--- src/sv/swhs_pkg.sv ---
`timescale 1ns / 1ps
// Shared types and constants for the single-wire humidity sensor decoder.
// No dependencies.
package swhs_pkg;

  localparam int unsigned TimeW   = 8;
  localparam int unsigned DataW   = 40;
  localparam int unsigned CountW  = 6;
  localparam int unsigned HumW    = 16;
  localparam int unsigned TempW   = 16;
  localparam int unsigned CfgIdxW = 3;

  localparam logic [CountW-1:0] DATA_BITS = CountW'(DataW);

  typedef enum logic [2:0] {
    PH_IDLE = 3'd0,
    PH_WAIT = 3'd1,
    PH_RECV = 3'd2,
    PH_DONE = 3'd3,
    PH_TERR = 3'd4,
    PH_CERR = 3'd5
  } phase_t;

  typedef enum logic [1:0] {
    FN_START   = 2'd0,
    FN_EDGE    = 2'd1,
    FN_TIMEOUT = 2'd2,
    FN_NONE    = 2'd3
  } func_t;

  localparam logic [CfgIdxW-1:0] REG_RESP_MIN = 3'd0;
  localparam logic [CfgIdxW-1:0] REG_RESP_MAX = 3'd1;
  localparam logic [CfgIdxW-1:0] REG_BIT_MIN  = 3'd2;
  localparam logic [CfgIdxW-1:0] REG_BIT_MAX  = 3'd3;
  localparam logic [CfgIdxW-1:0] REG_ONE_THR  = 3'd4;

  localparam logic [TimeW-1:0] RESP_MIN_RST = 8'd130;
  localparam logic [TimeW-1:0] RESP_MAX_RST = 8'd200;
  localparam logic [TimeW-1:0] BIT_MIN_RST  = 8'd60;
  localparam logic [TimeW-1:0] BIT_MAX_RST  = 8'd200;
  localparam logic [TimeW-1:0] ONE_THR_RST  = 8'd90;

  typedef struct packed {
    logic [TimeW-1:0] resp_min;
    logic [TimeW-1:0] resp_max;
    logic [TimeW-1:0] bit_min;
    logic [TimeW-1:0] bit_max;
    logic [TimeW-1:0] one_thr;
  } cfg_t;

  typedef struct packed {
    phase_t                  status;
    logic [HumW-1:0]         humidity;
    logic signed [TempW-1:0] temperature;
  } result_t;

endpackage

--- src/sv/single_wire_humidity_sensor_decoder_top.sv ---
`timescale 1ns / 1ps
// Decodes a single-wire humidity sensor reply from edge intervals. One item
// is accepted per cycle unless the input is stalled, and each item gives one
// result item: the item is captured in an input register, the decode stage
// updates the reading state and loads the result register. Throughput is one
// item per clock while the output is not stalled.
// Top level: handshake, configuration registers, input and result registers.
// Depends on swhs_pkg and swhs_dec.
module single_wire_humidity_sensor_decoder_top (
  input  logic                              clk,
  input  logic                              rst_n,
  input  logic                              in_valid,
  output logic                              in_stall,
  input  logic [1:0]                        in_func,
  input  logic [swhs_pkg::TimeW-1:0]        in_interval_us,
  output logic                              out_valid,
  input  logic                              out_stall,
  output logic [2:0]                        out_status,
  output logic [swhs_pkg::HumW-1:0]         out_humidity,
  output logic signed [swhs_pkg::TempW-1:0] out_temperature,
  input  logic                              cfg_we,
  input  logic [swhs_pkg::CfgIdxW-1:0]      cfg_index,
  input  logic [swhs_pkg::TimeW-1:0]        cfg_wdata
);

  swhs_pkg::cfg_t                   cfg_r;
  logic                             s1_valid_r;
  logic [1:0]                       s1_func_r;
  logic [swhs_pkg::TimeW-1:0]       s1_interval_r;
  logic                             out_valid_r;
  swhs_pkg::result_t                res_r;
  swhs_pkg::result_t                res_nxt;
  logic                             adv;
  logic                             fire;
  logic                             in_take;

  assign adv     = !(out_valid_r && out_stall);
  assign fire    = s1_valid_r && adv;
  assign in_stall = s1_valid_r && !adv;
  assign in_take = in_valid && !in_stall;

  always_ff @(posedge clk) begin
    if (!rst_n) begin
      cfg_r.resp_min <= swhs_pkg::RESP_MIN_RST;
      cfg_r.resp_max <= swhs_pkg::RESP_MAX_RST;
      cfg_r.bit_min  <= swhs_pkg::BIT_MIN_RST;
      cfg_r.bit_max  <= swhs_pkg::BIT_MAX_RST;
      cfg_r.one_thr  <= swhs_pkg::ONE_THR_RST;
    end else if (cfg_we) begin
      case (cfg_index)
        swhs_pkg::REG_RESP_MIN: cfg_r.resp_min <= cfg_wdata;
        swhs_pkg::REG_RESP_MAX: cfg_r.resp_max <= cfg_wdata;
        swhs_pkg::REG_BIT_MIN:  cfg_r.bit_min  <= cfg_wdata;
        swhs_pkg::REG_BIT_MAX:  cfg_r.bit_max  <= cfg_wdata;
        swhs_pkg::REG_ONE_THR:  cfg_r.one_thr  <= cfg_wdata;
        default: begin
        end
      endcase
    end
  end

  always_ff @(posedge clk) begin
    if (!rst_n) begin
      s1_valid_r <= 1'b0;
    end else if (!in_stall) begin
      s1_valid_r <= in_valid;
    end
  end

  always_ff @(posedge clk) begin
    if (in_take) begin
      s1_func_r     <= in_func;
      s1_interval_r <= in_interval_us;
    end
  end

  swhs_dec u_dec (
    .clk         (clk),
    .rst_n       (rst_n),
    .fire        (fire),
    .func        (s1_func_r),
    .interval_us (s1_interval_r),
    .cfg         (cfg_r),
    .res         (res_nxt)
  );

  always_ff @(posedge clk) begin
    if (!rst_n) begin
      out_valid_r <= 1'b0;
    end else if (adv) begin
      out_valid_r <= s1_valid_r;
    end
  end

  always_ff @(posedge clk) begin
    if (fire) begin
      res_r <= res_nxt;
    end
  end

  assign out_valid       = out_valid_r;
  assign out_status      = res_r.status;
  assign out_humidity    = res_r.humidity;
  assign out_temperature = res_r.temperature;

  a_data_zero_unless_done: assert property (@(posedge clk) disable iff (!rst_n)
    out_valid_r && (res_r.status != swhs_pkg::PH_DONE) |->
      (res_r.humidity == '0) && (res_r.temperature == '0))
    else $error("result data nonzero without done status");

  a_stall_needs_item: assert property (@(posedge clk) disable iff (!rst_n)
    in_stall |-> s1_valid_r && out_valid_r && out_stall)
    else $error("input stalled with free pipeline");

  a_result_from_stage: assert property (@(posedge clk) disable iff (!rst_n)
    $rose(out_valid_r) |-> $past(s1_valid_r))
    else $error("result appeared without an item in the input register");

endmodule

--- src/sv/swhs_dec.sv ---
`timescale 1ns / 1ps
// Decode stage: phase, received word and bit count, with the next result.
// Depends on swhs_pkg.
module swhs_dec (
  input  logic                        clk,
  input  logic                        rst_n,
  input  logic                        fire,
  input  logic [1:0]                  func,
  input  logic [swhs_pkg::TimeW-1:0]  interval_us,
  input  swhs_pkg::cfg_t              cfg,
  output swhs_pkg::result_t           res
);

  swhs_pkg::phase_t                 phase_r, phase_nxt;
  logic [swhs_pkg::DataW-1:0]       bits_r, bits_nxt;
  logic [swhs_pkg::CountW-1:0]      count_r, count_nxt;

  logic [swhs_pkg::DataW-1:0]       shifted;
  logic [swhs_pkg::CountW-1:0]      count_inc;
  logic [7:0]                       sum8;
  logic                             resp_ok, bit_ok, bit_val;
  logic [7:0]                       b0, b1, b2, b3;
  logic [14:0]                      mag;
  logic [swhs_pkg::TempW-1:0]       temp;

  assign resp_ok   = (interval_us >= cfg.resp_min) && (interval_us <= cfg.resp_max);
  assign bit_ok    = (interval_us >= cfg.bit_min) && (interval_us <= cfg.bit_max);
  assign bit_val   = interval_us > cfg.one_thr;
  assign shifted   = {bits_r[swhs_pkg::DataW-2:0], bit_val};
  assign count_inc = swhs_pkg::CountW'(count_r + 1'b1);
  assign sum8      = 8'(shifted[39:32] + shifted[31:24] + shifted[23:16] + shifted[15:8]);

  always_comb begin
    phase_nxt = phase_r;
    bits_nxt  = bits_r;
    count_nxt = count_r;
    case (swhs_pkg::func_t'(func))
      swhs_pkg::FN_START: begin
        bits_nxt  = '0;
        count_nxt = '0;
        phase_nxt = swhs_pkg::PH_WAIT;
      end
      swhs_pkg::FN_EDGE: begin
        if (phase_r == swhs_pkg::PH_WAIT) begin
          phase_nxt = resp_ok ? swhs_pkg::PH_RECV : swhs_pkg::PH_TERR;
        end else if (phase_r == swhs_pkg::PH_RECV) begin
          if (!bit_ok) begin
            phase_nxt = swhs_pkg::PH_TERR;
          end else begin
            bits_nxt  = shifted;
            count_nxt = count_inc;
            if (count_inc >= swhs_pkg::DATA_BITS) begin
              phase_nxt = (sum8 == shifted[7:0]) ? swhs_pkg::PH_DONE : swhs_pkg::PH_CERR;
            end
          end
        end
      end
      swhs_pkg::FN_TIMEOUT: begin
        if (phase_r == swhs_pkg::PH_WAIT || phase_r == swhs_pkg::PH_RECV) begin
          phase_nxt = swhs_pkg::PH_TERR;
        end
      end
      default: begin
      end
    endcase
  end

  // byte 0 is the first received, in the top bits
  assign b0   = bits_nxt[39:32];
  assign b1   = bits_nxt[31:24];
  assign b2   = bits_nxt[23:16];
  assign b3   = bits_nxt[15:8];
  assign mag  = {b2[6:0], b3};
  assign temp = b2[7] ? (16'd0 - {1'b0, mag}) : {1'b0, mag};

  always_comb begin
    res.status = phase_nxt;
    if (phase_nxt == swhs_pkg::PH_DONE) begin
      res.humidity    = {b0, b1};
      res.temperature = temp;
    end else begin
      res.humidity    = '0;
      res.temperature = '0;
    end
  end

  always_ff @(posedge clk) begin
    if (!rst_n) begin
      phase_r <= swhs_pkg::PH_IDLE;
      bits_r  <= '0;
      count_r <= '0;
    end else if (fire) begin
      phase_r <= phase_nxt;
      bits_r  <= bits_nxt;
      count_r <= count_nxt;
    end
  end

endmodule
--- config.mk ---
export PLATFORM = sky130hd
export DESIGN_NAME = single_wire_humidity_sensor_decoder_top
export DESIGN_NICKNAME = d
export VERILOG_FILES = /design/src/sv/swhs_pkg.sv /design/src/sv/single_wire_humidity_sensor_decoder_top.sv /design/src/sv/swhs_dec.sv
export SDC_FILE = /design/constraint.sdc
export NUM_CORES = 1
export LEC_CHECK = 0
export BUFFER_PORTS_ARGS = -buffer_cell sky130_fd_sc_hd__buf_2
export CORE_AREA = 2 2 117 119
export CTS_BUF_LIST = sky130_fd_sc_hd__clkbuf_2
export DETAILED_ROUTE_END_ITERATION = 6
export DIE_AREA = 0 0 119 121
export PLACE_DENSITY = 0.82
export SYNTH_ARGS = -nofsm -noshare
export SYNTH_HDL_FRONTEND = slang
export SYNTH_SLANG_ARGS = --single-unit
--- constraint.sdc ---
create_clock -name clk -period 7.54 [get_ports clk]
set_clock_uncertainty 0.05 [all_clocks]
set_input_delay 1.885 -clock clk [delete_from_list [all_inputs] [get_ports clk]]
set_output_delay 1.885 -clock clk [all_outputs]
set_load 0.03 [all_outputs]
==> summary.txt, run 1 <==
Run status
  – Status: completed

GRT
  – First-pass GRT wire length: 27300 um
  – Largest net degree at the start of global routing: 60
  – GRT Overall Usage: 0.239
  – Initial antenna violation count: 1
  – Overflow after GRT: 0
  – Number of global-route vias before repair: 5685

Floorplanning
  – Initial core utilization: 0.590
  – Io pins: 63
  – Rows: 42
  – Core area: 13100 sq um
  – Full die area: 14400 sq um
  – Die width: 119 um
  – Die Y: 121 um

Placed design
  – Routability congestion estimate: 0.876
  – Buffers on Ports: 62
  – DP HPWL: 11400 um
  – Placed cell count: 1025

STA
  – Setup TNS: 0 ns
  – Unrepaired setup endpoints after global routing: false
  – Hold WS: 0.424 ns
  – Fmax achieved: 0.209 GHz
  – Slew Limit Fails: 0
  – Count of final setup violators: 0
  – Worst Max-Slew Pin Slew: 1.28 ns
  – Max-slew headroom: 0.150
  – Period utilisation layout: 0.635
  – Post-route minimum period: 4.79 ns
  – Final hold violation count: 0

Clock network
  – Clock transition at path regs: 0.19 ns
  – Htree depth: 4
  – CTS tree: done
  – Latest clock arrival within the worst-skew pair: 0.72 ns
  – Root buf cell: clkbuf_2
  – Clk buf depth: 2
  – Post_cts resized: 0
  – Post-CTS setup buffers: 0
  – CTS Buf Count: 17
  – # hold bufs at CTS: 0
  – CTS sink cnt: 136

Routing
  – DRT iter0 DRCs: 592
  – Drt drc: 0
  – WL/cell: 15.4 um
  – Routed WL: 16300 um
  – DR vias: 6154
  – ANT nets after route: 0
  – Vias per Instance: 5.82
  – Drt first pass iters: 5

Finish
  – Area added between synthesis and finish: 7.39%
  – Number of nets in the layout: 958
  – Layout Cells excl Fill: 1058
  – Final core occ: 0.633
  – Share of layout cells above drive strength 1: 0.128

Setup path
  – CP Launch Point: u_dec.bits_r[16]
  – End point of the critical path: out_humidity[11]
  – R2r endpoint: out_humidity[11]
  – Worst-case reg-to-reg path depth: 16
  – Launching point of the worst reg2reg path: u_dec.bits_r[16]
  – CP max stage cell: or3_1
  – Crit. End Element: register
  – Setup CP Type: reg -> reg
  – Worst Path Max Fanout: 32
  – FF-to-FF setup slack: 2.75 ns
  – WP buf/inv: 3
  – Worst stage delay on the critical path: 0.90 ns
  – CP Depth: 16
  – CP Launch Type: register
  – WP data arrival: 5.18 ns
  – CP top delay family: adder cells
  – Crit path cell chain: fa_1 -> inv_1 -> fa_1 -> inv_1 -> ha_1 -> inv_1 -> fa_1 -> nor2b_1 -> o21a_1 -> o211ai_1 -> and3_1 -> o2111a_1 -> a31o_2 -> o211ai_1 -> or3_1 -> nor2_1
  – Worst EP required: 7.94 ns

Power and ir drop
  – Clk network pwr share: 0.309
  – Cell Int Power: 0.975 mW
  – Worst VDD drop: 0.135 mV
  – Switching power: 0.357 mW
  – Flop pwr share: 0.592
  – Leakage: 3.11 nW
  – Pwr/cell area: 161 nW/um^2
  – Switching share of total power: 0.268
  – Combinational share of power: 0.100
  – Overall Power: 1.33 mW

Synthesis
  – Post-synth ARST share: 0
  – Avg Inst Size Synth: 9.25 sq um
  – Yosys warning total: 0
  – Top FF cell, synth: dfxtp_1
  – Synth Register Bits: 136
  – Synthesized instance count: 834
  – Post-synthesis cell type count: 62
  – Synth top area cells: dfxtp_1, edfxtp_1, ha_1
  – Commonest cells in the synthesized netlist: nand2_1, dfxtp_1, a22oi_1
  – Register area share after synthesis: 0.411
  – Yosys top cell area share: 0.236
  – Library cell with the highest instance count after synthesis: nand2_1
  – Synth Cell Area: 7720 sq um
  – Post-synth EDFFs: 45
  – Synth area leader: dfxtp_1
  – Syn_nets: 924

Worst hold path
  – Hold Crit Depth: 2
  – Path type of the worst min-delay path: reg -> reg

Flow run
  – Max-cap violations: 0
[kinds of logic after synthesis]
group           count (synthesis)  synth area share
simple gates                  271             0.167
compound gates                223             0.207
flops                         136             0.411
buf+inv                       108            0.0589
fa+ha+maj                      64             0.117
xor+xnor                       27            0.0316
mux                             5           0.00697
[routing by layer]
layer / vias to the layer above / routed length, um / GRT usage
li1: 3031 / - / -
met1: 2880 / 7280 / 0.313
met2: 206 / 7700 / 0.390
met3: 37 / 934 / 0.0437
met4: 0 / 416 / 0.0990
met5: - / 0 / 0
[stage by stage]
step	cell area (sq um)	setup slack, ns
after floorplan	7720	3.23
after global placement	8070	2.88
after detailed placement	8070	2.79
after CTS	8280	2.76
after global routing	8290	2.38
final	8290	2.75
[state kept, by name, indices dropped and copies added (netlist names)]
name and flops:
u_dec.phase_r 3, u_dec.bits_r 40, s1_interval_r 8, cfg_r 40, out_valid 1, out_status 3
s1_func_r 2, u_dec.count_r 6, out_temperature 16, s1_valid_r 1, out_humidity 16
[power groups by stage]
| stage | clock [mW] | combinational [mW] | sequential [mW] |
|---|---|---|---|
| after floorplan | 0 | 0.0734 | 0.821 |
| after global placement | 0 | 0.130 | 0.803 |
| after detailed placement | 0 | 0.132 | 0.804 |
| after CTS | 0.419 | 0.133 | 0.788 |
| after global routing | 0.450 | 0.147 | 0.791 |
| final | 0.411 | 0.133 | 0.788 |
[area by class of cell]
type | count | area (sq um)
inverters | 55 | 206
fillers | 1099 | 4800
flip-flops and latches | 136 | 3170
well taps | 176 | 220
multi-input cells | 590 | 4120
clock inverters | 11 | 109
repair buffers | 68 | 355
diodes | 1 | 2.50
clock buffers | 21 | 105
[tightest hold or removal path: stages (launching register included)]
cell	delay, ns
dfxtp_1	0.34
nand2_1	0.04
a21boi_0	0.06
[cell usage in the layout, fill, tap and decap left out, types with 3 or more instances in the layout]
master,count
nand2_1,103
dfxtp_1,91
a22oi_1,65
buf_2,62
inv_1,55
nor2_1,53
ha_1,50
edfxtp_1,45
nor2b_1,41
a21boi_0,34
o21ai_0,26
a21oi_1,23
o211ai_1,23
clkbuf_2,21
xnor2_1,17
nand3_1,17
nor3_1,15
fa_1,14
nand4_1,9
xor2_1,9
o21a_1,7
nand2b_1,6
and3_1,6
and2_1,6
clkinv_2,6
buf_4,6
a21o_1,5
a211oi_1,5
or3_1,4
a211o_1,4
o31ai_1,4
o31a_1,3
and4_1,3
or2_2,3
mux2_2,3
[worst min-delay path by stage]
| stage | from | endpoint | slack [ns] |
|---|---|---|---|
| final | cfg_r[12] | cfg_r[12] | 0.42 |
| after global placement | cfg_r[9] | cfg_r[9] | 0.40 |
| after CTS | cfg_r[9] | cfg_r[9] | 0.43 |
| after detailed placement | cfg_r[25] | cfg_r[25] | 0.41 |
| after global routing | cfg_r[38] | cfg_r[38] | 0.45 |
| after floorplan | cfg_r[10] | cfg_r[10] | 0.39 |
(Power assumes the default switching activity.)
==> run 2: changes to the inputs <==
- CORE_AREA: 2 2 117 119 -> 2 2 121 123
- DIE_AREA: 0 0 119 121 -> 0 0 123 125
- PLACE_DENSITY: 0.82 -> 0.8
- clock period: 7.54 -> 4.1 ns (I/O delays scaled with it)
==> run 2 against run 1 <==
  * Clock power up 69%
  * Critical endpoint is now out_temperature[14]
  * Hold slack worse by 0.016 ns
  * Die area increased by 6.8%
  * Largest cell class unchanged
  * Combinational power grew 87%
==> summary.txt, run 2 (same netlist as run 1, synthesis figures left out) <==
Setup path
  – Worst EP required: 4.54 ns (-3.40 ns)
  – R2r endpoint: out_temperature[14]
  – CP max stage cell: fa_1
  – FF-to-FF setup slack: 0.07 ns (-2.69 ns)
  – Worst-case reg-to-reg path depth: 17 (+1)
  – Worst stage delay on the critical path: 0.55 ns (-0.35 ns)
  – Setup CP Type: reg -> reg
  – CP Launch Point: u_dec.bits_r[8]
  – Crit. End Element: register
  – Crit path cell chain: fa_1 -> inv_2 -> fa_1 -> inv_1 -> ha_2 -> inv_2 -> fa_2 -> nor2b_1 -> o21a_1 -> o211ai_1 -> and3_1 -> o2111a_1 -> a31o_2 -> o211ai_1 -> or3_4 -> clkbuf_16 -> nor2_2
  – End point of the critical path: out_temperature[14]
  – CP Launch Type: register
  – WP data arrival: 4.47 ns (-0.71 ns)
  – Worst Path Max Fanout: 8 (-75%)
  – Launching point of the worst reg2reg path: u_dec.bits_r[8]

Routing
  – ANT nets after route: 0 (unchanged)
  – Vias per Instance: 5.75 (-1.1%)
  – Drt first pass iters: 6 (+1)
  – WL/cell: 15.6 um (+1.2%)
  – Drt drc: 0 (unchanged)
  – DR vias: 6291 (+2.2%)
  – Routed WL: 17100 um (+4.6%)
  – DRT iter0 DRCs: 508 (-14%)

Placed design
  – Buffers on Ports: 62 (unchanged)
  – DP HPWL: 11900 um (+4.5%)
  – Area after DPL: 8280 sq um (+2.6%)
  – Routability congestion estimate: 0.894 (+2.0%)

Clock network
  – CTS sink cnt: 136 (unchanged)
  – CTS tree: done
  – CTS Buf Count: 17 (unchanged)
  – # hold bufs at CTS: 0 (unchanged)
  – Clk buf depth: 2 (unchanged)
  – Root buf cell: clkbuf_2
  – Latest clock arrival within the worst-skew pair: 0.72 ns (about the same)
  – Clock transition at path regs: 0.20 ns (about the same)
  – Htree depth: 4 (unchanged)

Finish
  – Final core occ: 0.606 (-0.0274)
  – Multi-input gate area: 4190 sq um (+1.9%)
  – Commonest non-fill, non-tap cell in the layout: nand2_1
  – Share of layout cells above drive strength 1: 0.172 (+0.0434)
  – Fill count: 1229 (+12%)
  – Area added between synthesis and finish: 11.5%
  – Top Registers: cfg_r x40, u_dec.bits_r x40
  – Fin area: 8610 sq um (+3.9%)
  – Commonest non-fill, non-tap cells in the layout: nand2_1, dfxtp_1, a22oi_1, buf_2, inv_1
  – FF+latch area: 3170 sq um (about the same)
  – Number of nets in the layout: 986 (+2.9%)

STA
  – Final hold violation count: 0 (unchanged)
  – Worst Max-Slew Pin Slew: 0.873 ns (-0.402 ns)
  – Period utilisation layout: 0.984 (+0.349)
  – Unrepaired setup endpoints after global routing: true
  – Post-route minimum period: 4.03 ns (-0.754 ns)
  – Count of final setup violators: 0 (unchanged)
  – Slew Limit Fails: 0 (unchanged)
  – Hold WS: 0.408 ns (-0.0156 ns)
  – Setup TNS: 0 ns (unchanged)
  – Max-slew headroom: 0.418 (+0.268)
  – Fmax achieved: 0.248 GHz (+19%)

GRT
  – Initial antenna violation count: 1 (unchanged)
  – Largest net degree at the start of global routing: 54 (-10%)
  – Overflow after GRT: 0 (unchanged)
  – GRT Overall Usage: 0.227 (-0.0118)
  – First-pass GRT wire length: 27900 um (+2.1%)
  – Number of global-route vias before repair: 5798 (+2.0%)

Floorplanning
  – Core area: 14200 sq um (+8.5%)
  – Rows: 44 (+4.8%)
  – Full die area: 15400 sq um (+6.8%)
  – Initial core utilization: 0.543 (-0.0464)
  – Die width: 123 um (+3.4%)
  – Die Y: 125 um (+3.3%)
  – Io pins: 63 (unchanged)

Flow run
  – Max-cap violations: 0 (unchanged)

Run status
  – Status: completed

Worst hold path
  – Path type of the worst min-delay path: in -> reg

Power and ir drop
  – Worst VDD drop: 0.234 mV (+74%)
  – Leakage: 3.27 nW (+5.3%)
  – Pwr/cell area: 278 nW/um^2 (+73%)
## run 2: changes by cell type in the layout (fill, tap and decap cells not counted), sizes merged
cell / before / now
clkbuf: 21 / 23
buf: 68 / 94
bufinv: 2 / 1
clkinv: 7 / 9
inv: 55 / 56
clkinvlp: 2 / 0
## run 2: where the power goes
part           internal, mW  switching [mW]  total, mW  leakage (nW)
Sequential             1.43          0.0218       1.45          1.14
Combinational        0.0895           0.160      0.249          2.00
Clock                 0.219           0.477      0.696         0.134
## run 2: how the worst min path moves through the flow
stage | from | endpoint | cells past startpoint
final | in_interval_us[3] | s1_interval_r[3] | 1
after global routing | in_interval_us[1] | s1_interval_r[1] | 1
after CTS | in_interval_us[3] | s1_interval_r[3] | 1
after detailed placement | cfg_r[2] | cfg_r[2] | 2
after global placement | cfg_r[10] | cfg_r[10] | 2
after floorplan | cfg_r[10] | cfg_r[10] | 2
## run 2: worst max-delay path: cells and delay by family (launching register included)
kind / cells / cell delay [ns]
adders and majority gates: 4 / 1.51
AOI/OAI and AO/OA: 5 / 0.96
DFF: 1 / 0.37
and+or+nand+nor: 4 / 0.55
buffers and inverters: 4 / 0.36
## run 2: area by class of cell
type / instances / area share
timing repair buffer: 96 / 0.0712
sequential: 136 / 0.369
clock buffer: 21 / 0.0122
tap: 184 / 0.0268
multi-input combinational: 590 / 0.487
inverter: 55 / 0.0240
clock inverter: 11 / 0.00945
antenna: 1 / 0.000291
## run 2: timing repair
item | CTS | global route
setup endpoints to repair | 0 | 32
resized for setup | 0 | 24
hold endpoints to repair | 0 | 0
buffers inserted | 0 | 1
## run 2: per-layer routing
metal / vias up / routed length (um) / global-route usage
met5: - / 0 / 0
met4: 0 / 463 / 0.0922
li1: 3094 / - / -
met2: 201 / 8190 / 0.367
met1: 2959 / 7470 / 0.298
met3: 37 / 960 / 0.0438
## run 2: per-stage QoR
stage | setup slack (ns) | instances | power, mW
2_1_floorplan | 0.174 | 834 | 1.64
3_3_place_gp | 0.149 | 1058 | 1.72
3_5_place_dp | 0.0439 | 1058 | 1.72
4_1_cts | 0.00139 | 1090 | 2.41
5_1_grt | -0.121 | 1094 | 2.50
6_report | 0.0669 | 1094 | 2.40
==> run 3: changes to the inputs <==
- ABC_AREA: not set -> 1
- CORE_AREA: 2 2 121 123 -> 2 2 123 125
- DIE_AREA: 0 0 123 125 -> 0 0 125 127
- PLACE_DENSITY: 0.8 -> 0.81
==> run 3 against run 2 <==
  * Maximum frequency shrank 1.4%
  * Cell area grew 2.6%
  * Setup slack got worse by 0.056 ns
  * Sequential share of layout area shrank 0.85 points
  * Hold slack lost 0.0093 ns
  * First-iteration DRC count increased by 35%
  * Largest power group unchanged
==> summary.txt, run 3 <==
Routing
  – WL/cell: 14.1 um (-9.5%)
  – Vias per Instance: 5.39 (-6.3%)
  – Routed WL: 18300 um (+6.8%)
  – Drt first pass iters: 5 (-1)
  – ANT nets after route: 0 (unchanged)
  – Drt drc: 0 (unchanged)
  – DRT iter0 DRCs: 686 (+35%)
  – DR vias: 6958 (+11%)

Run status
  – Status: completed

Synthesis
  – Register area share after synthesis: 0.393 (-0.0184)
  – Post-synth ARST share: 0 (unchanged)
  – Library cell with the highest instance count after synthesis: nand2_1
  – Synth Cell Area: 8080 sq um (+4.7%)
  – Post-synthesis mux area share: 0 (-0.00697)
  – Commonest cells in the synthesized netlist: nand2_1, inv_1, a21oi_1
  – Post-synthesis compound-gate area fraction: 0.149 (-0.0579)
  – Adder-cell share of the synthesized area: 0.112 (-0.00526)
  – Largest family of logic cells by synthesized area: simple AND/OR/NAND/NOR gates
  – Post-synthesis cell type count: 40 (-35%)
  – Synth Register Bits: 136 (unchanged)
  – Synth top area cells: dfxtp_1, edfxtp_1, nand2_1
  – Xor/xnor share of the synthesized area: 0.0215 (-0.0101)
  – Avg Inst Size Synth: 7.83 sq um (-15%)
  – Synth area leader: dfxtp_1
  – Top FF cell, synth: dfxtp_1
  – Yosys warning total: 0 (unchanged)
  – Syn_nets: 1121 (+21%)
  – Synthesized instance count: 1031 (+24%)
  – Post-synth EDFFs: 45 (unchanged)
  – Synth Area in Simple Gates: 0.225 (+0.0576)
  – Yosys top cell area share: 0.226 (-0.0106)

Power and ir drop
  – Switching power: 0.798 mW (+21%)
  – Flop pwr share: 0.572 (-0.033)
  – Clk network pwr share: 0.293 (+0.002)
  – Pwr/cell area: 289 nW/um^2 (+4.0%)
  – Switching share of total power: 0.313 (+0.0373)
  – Worst VDD drop: 0.251 mV (+6.9%)
  – Leakage: 3.93 nW (+20%)
  – Cell Int Power: 1.76 mW (+1.2%)
  – Combinational share of power: 0.136 (+0.032)

Flow run
  – Max-cap violations: 0 (unchanged)

Setup path
  – Worst-case reg-to-reg path depth: 23 (+6)
  – FF-to-FF setup slack: 0.01 ns (-0.06 ns)
  – Setup CP Type: reg -> reg
  – Worst Path Max Fanout: 24 (+16)
  – CP Launch Type: register
  – Worst EP required: 4.64 ns (+0.10 ns)
  – WP data arrival: 4.63 ns (+0.16 ns)
  – Crit. End Element: register

Clock network
  – CTS tree: done
  – CTS sink cnt: 136 (unchanged)
  – Clock transition at path regs: 0.21 ns (about the same)
  – CTS Buf Count: 17 (unchanged)
  – Root buf cell: clkbuf_2
  – Htree depth: 4 (unchanged)
  – Latest clock arrival within the worst-skew pair: 0.74 ns (+0.02 ns)
  – Clk buf depth: 2 (unchanged)

Worst hold path
  – Path type of the worst min-delay path: in -> reg
  – Hold Crit Depth: 1 (unchanged)

GRT
  – GRT Overall Usage: 0.236 (+0.00881)
  – Number of global-route vias before repair: 6338 (+9.3%)
  – First-pass GRT wire length: 30500 um (+9.4%)
  – Initial antenna violation count: 1 (unchanged)
  – Largest net degree at the start of global routing: 70 (+30%)
  – Overflow after GRT: 0 (unchanged)

Finish
  – Share of layout cells above drive strength 1: 0.151 (-0.0206)
  – Number of nets in the layout: 1183 (+20%)
  – Commonest non-fill, non-tap cell in the layout: nand2_1
  – Commonest non-fill, non-tap cells in the layout: nand2_1, inv_1, a21oi_1, dfxtp_1, o21ai_0
  – Fill count: 1257 (+2.3%)
  – Area added between synthesis and finish: 9.28%
  – Fin area: 8830 sq um (+2.6%)
  – Top Registers: cfg_r x40, u_dec.bits_r x40

STA
  – Fmax achieved: 0.245 GHz (-1.4%)
  – Post-route minimum period: 4.09 ns (+0.0563 ns)
  – Worst Max-Slew Pin Slew: 0.833 ns (-0.0401 ns)
  – Unrepaired setup endpoints after global routing: true
  – Period utilisation layout: 0.997 (+0.0137)
  – Count of final setup violators: 0 (unchanged)
  – Slew Limit Fails: 0 (unchanged)
  – Hold WS: 0.399 ns (-0.00934 ns)
  – Max-slew headroom: 0.445 (+0.0268)
  – Final hold violation count: 0 (unchanged)

Placed design
  – Routability congestion estimate: 0.899 (+0.57%)
  – Buffers on Ports: 62 (unchanged)
  – Area after DPL: 8530 sq um (+3.0%)
  – DP HPWL: 13200 um (+10%)

Floorplanning
  – Die width: 125 um (+1.6%)
  – Initial core utilization: 0.560 (+0.0168)
  – Full die area: 15900 sq um (+3.3%)
  – Io pins: 63 (unchanged)
  – Die Y: 127 um (+1.6%)
  – Core area: 14400 sq um (+1.6%)
  – Rows: 44 (unchanged)
==> run 3: cell types whose count changed in the layout (fill, tap and decap cells not counted), moves of 41 or more <==
cell | previous run | this run
nand2_1 | 103 | 228
inv_1 | 53 | 154
a21oi_1 | 23 | 111
a22oi_1 | 65 | 0
o21ai_0 | 26 | 74
nor2b_1 | 41 | 0
==> run 3: cell type report <==
class	count	area, sq um	share of cell area
multi-input cells	693	4140	0.469
well taps	184	230	0.0261
flip-flops and latches	136	3180	0.360
clock inverters	15	128	0.0145
inverters	169	642	0.0727
repair buffers	76	419	0.0475
clock buffers	17	85.1	0.00964
diodes	1	2.50	0.000283
==> run 3: power by group through the flow <==
stage                     clock [mW]  combinational (mW)  sequential (mW)
after global placement             0               0.331             1.49
after CTS                      0.755               0.340             1.46
after global routing           0.815               0.391             1.46
after detailed placement           0               0.338             1.49
after floorplan                    0               0.228             1.50
final                          0.747               0.347             1.46
==> run 3: kinds of logic after synthesis <==
logic type / after synthesis
buffers and inverters: 202
xor gates and xnor gates: 19
DFF: 136
and+or+nand+nor: 388
AOI/OAI and AO/OA: 222
adders and majority gates: 64
==> run 3: routing by layer <==
metal | wire length, um | vias to the layer above | track usage
li1 | - | 3491 | -
met1 | 8190 | 3210 | 0.320
met2 | 8580 | 223 | 0.382
met3 | 1080 | 34 | 0.0461
met4 | 393 | 0 | 0.0784
met5 | 0 | - | 0
==> run 3: stage by stage <==
step	power (mW)	TNS, ns	setup slack, ns	cells	util
finish	2.55	0	0.0107	1291	0.612
global route	2.67	-5.11	-0.203	1291	0.612
CTS	2.56	0	0.0572	1286	0.606
detailed placement	1.83	-0.0911	-0.0433	1254	0.591
global placement	1.82	0	0.0781	1254	0.591
floorplan	1.73	0	0.454	1031	-
==> run 3: final timing paths <==
kind,start,end
worst min register to register,cfg_r[38],cfg_r[38]
worst min-delay path,in_interval_us[2],s1_interval_r[2]
worst max-delay path,u_dec.bits_r[24],out_temperature[6]
worst max register to register,u_dec.bits_r[24],out_temperature[6]
==> run 3: what timing repair did <==
item | 4_1_cts | 5_1_grt
endpoints found under the hold margin | 0 | 0
hold buffers | 0 | 0
resized for setup | 1 | 19
setup buffers | 0 | 4
setup endpoints to repair | 6 | 32
pin swaps | 0 | 15
==> run 3: critical path, cell delays in order, from the launching register on <==
cell,delay (ns)
dfxtp_4,0.41
fa_1,0.55
inv_2,0.04
fa_1,0.44
inv_2,0.08
ha_4,0.13
inv_2,0.04
fa_1,0.54
xor2_1,0.15
nand3_1,0.08
nor2_1,0.12
nand2_1,0.07
nor2_2,0.10
nand2_1,0.06
nor2_1,0.10
nand2_1,0.07
nand2_2,0.09
buf_4,0.10
nand2_1,0.05
nand3b_2,0.10
nand3_4,0.11
nor2_8,0.18
inv_8,0.14
nor2_1,0.15
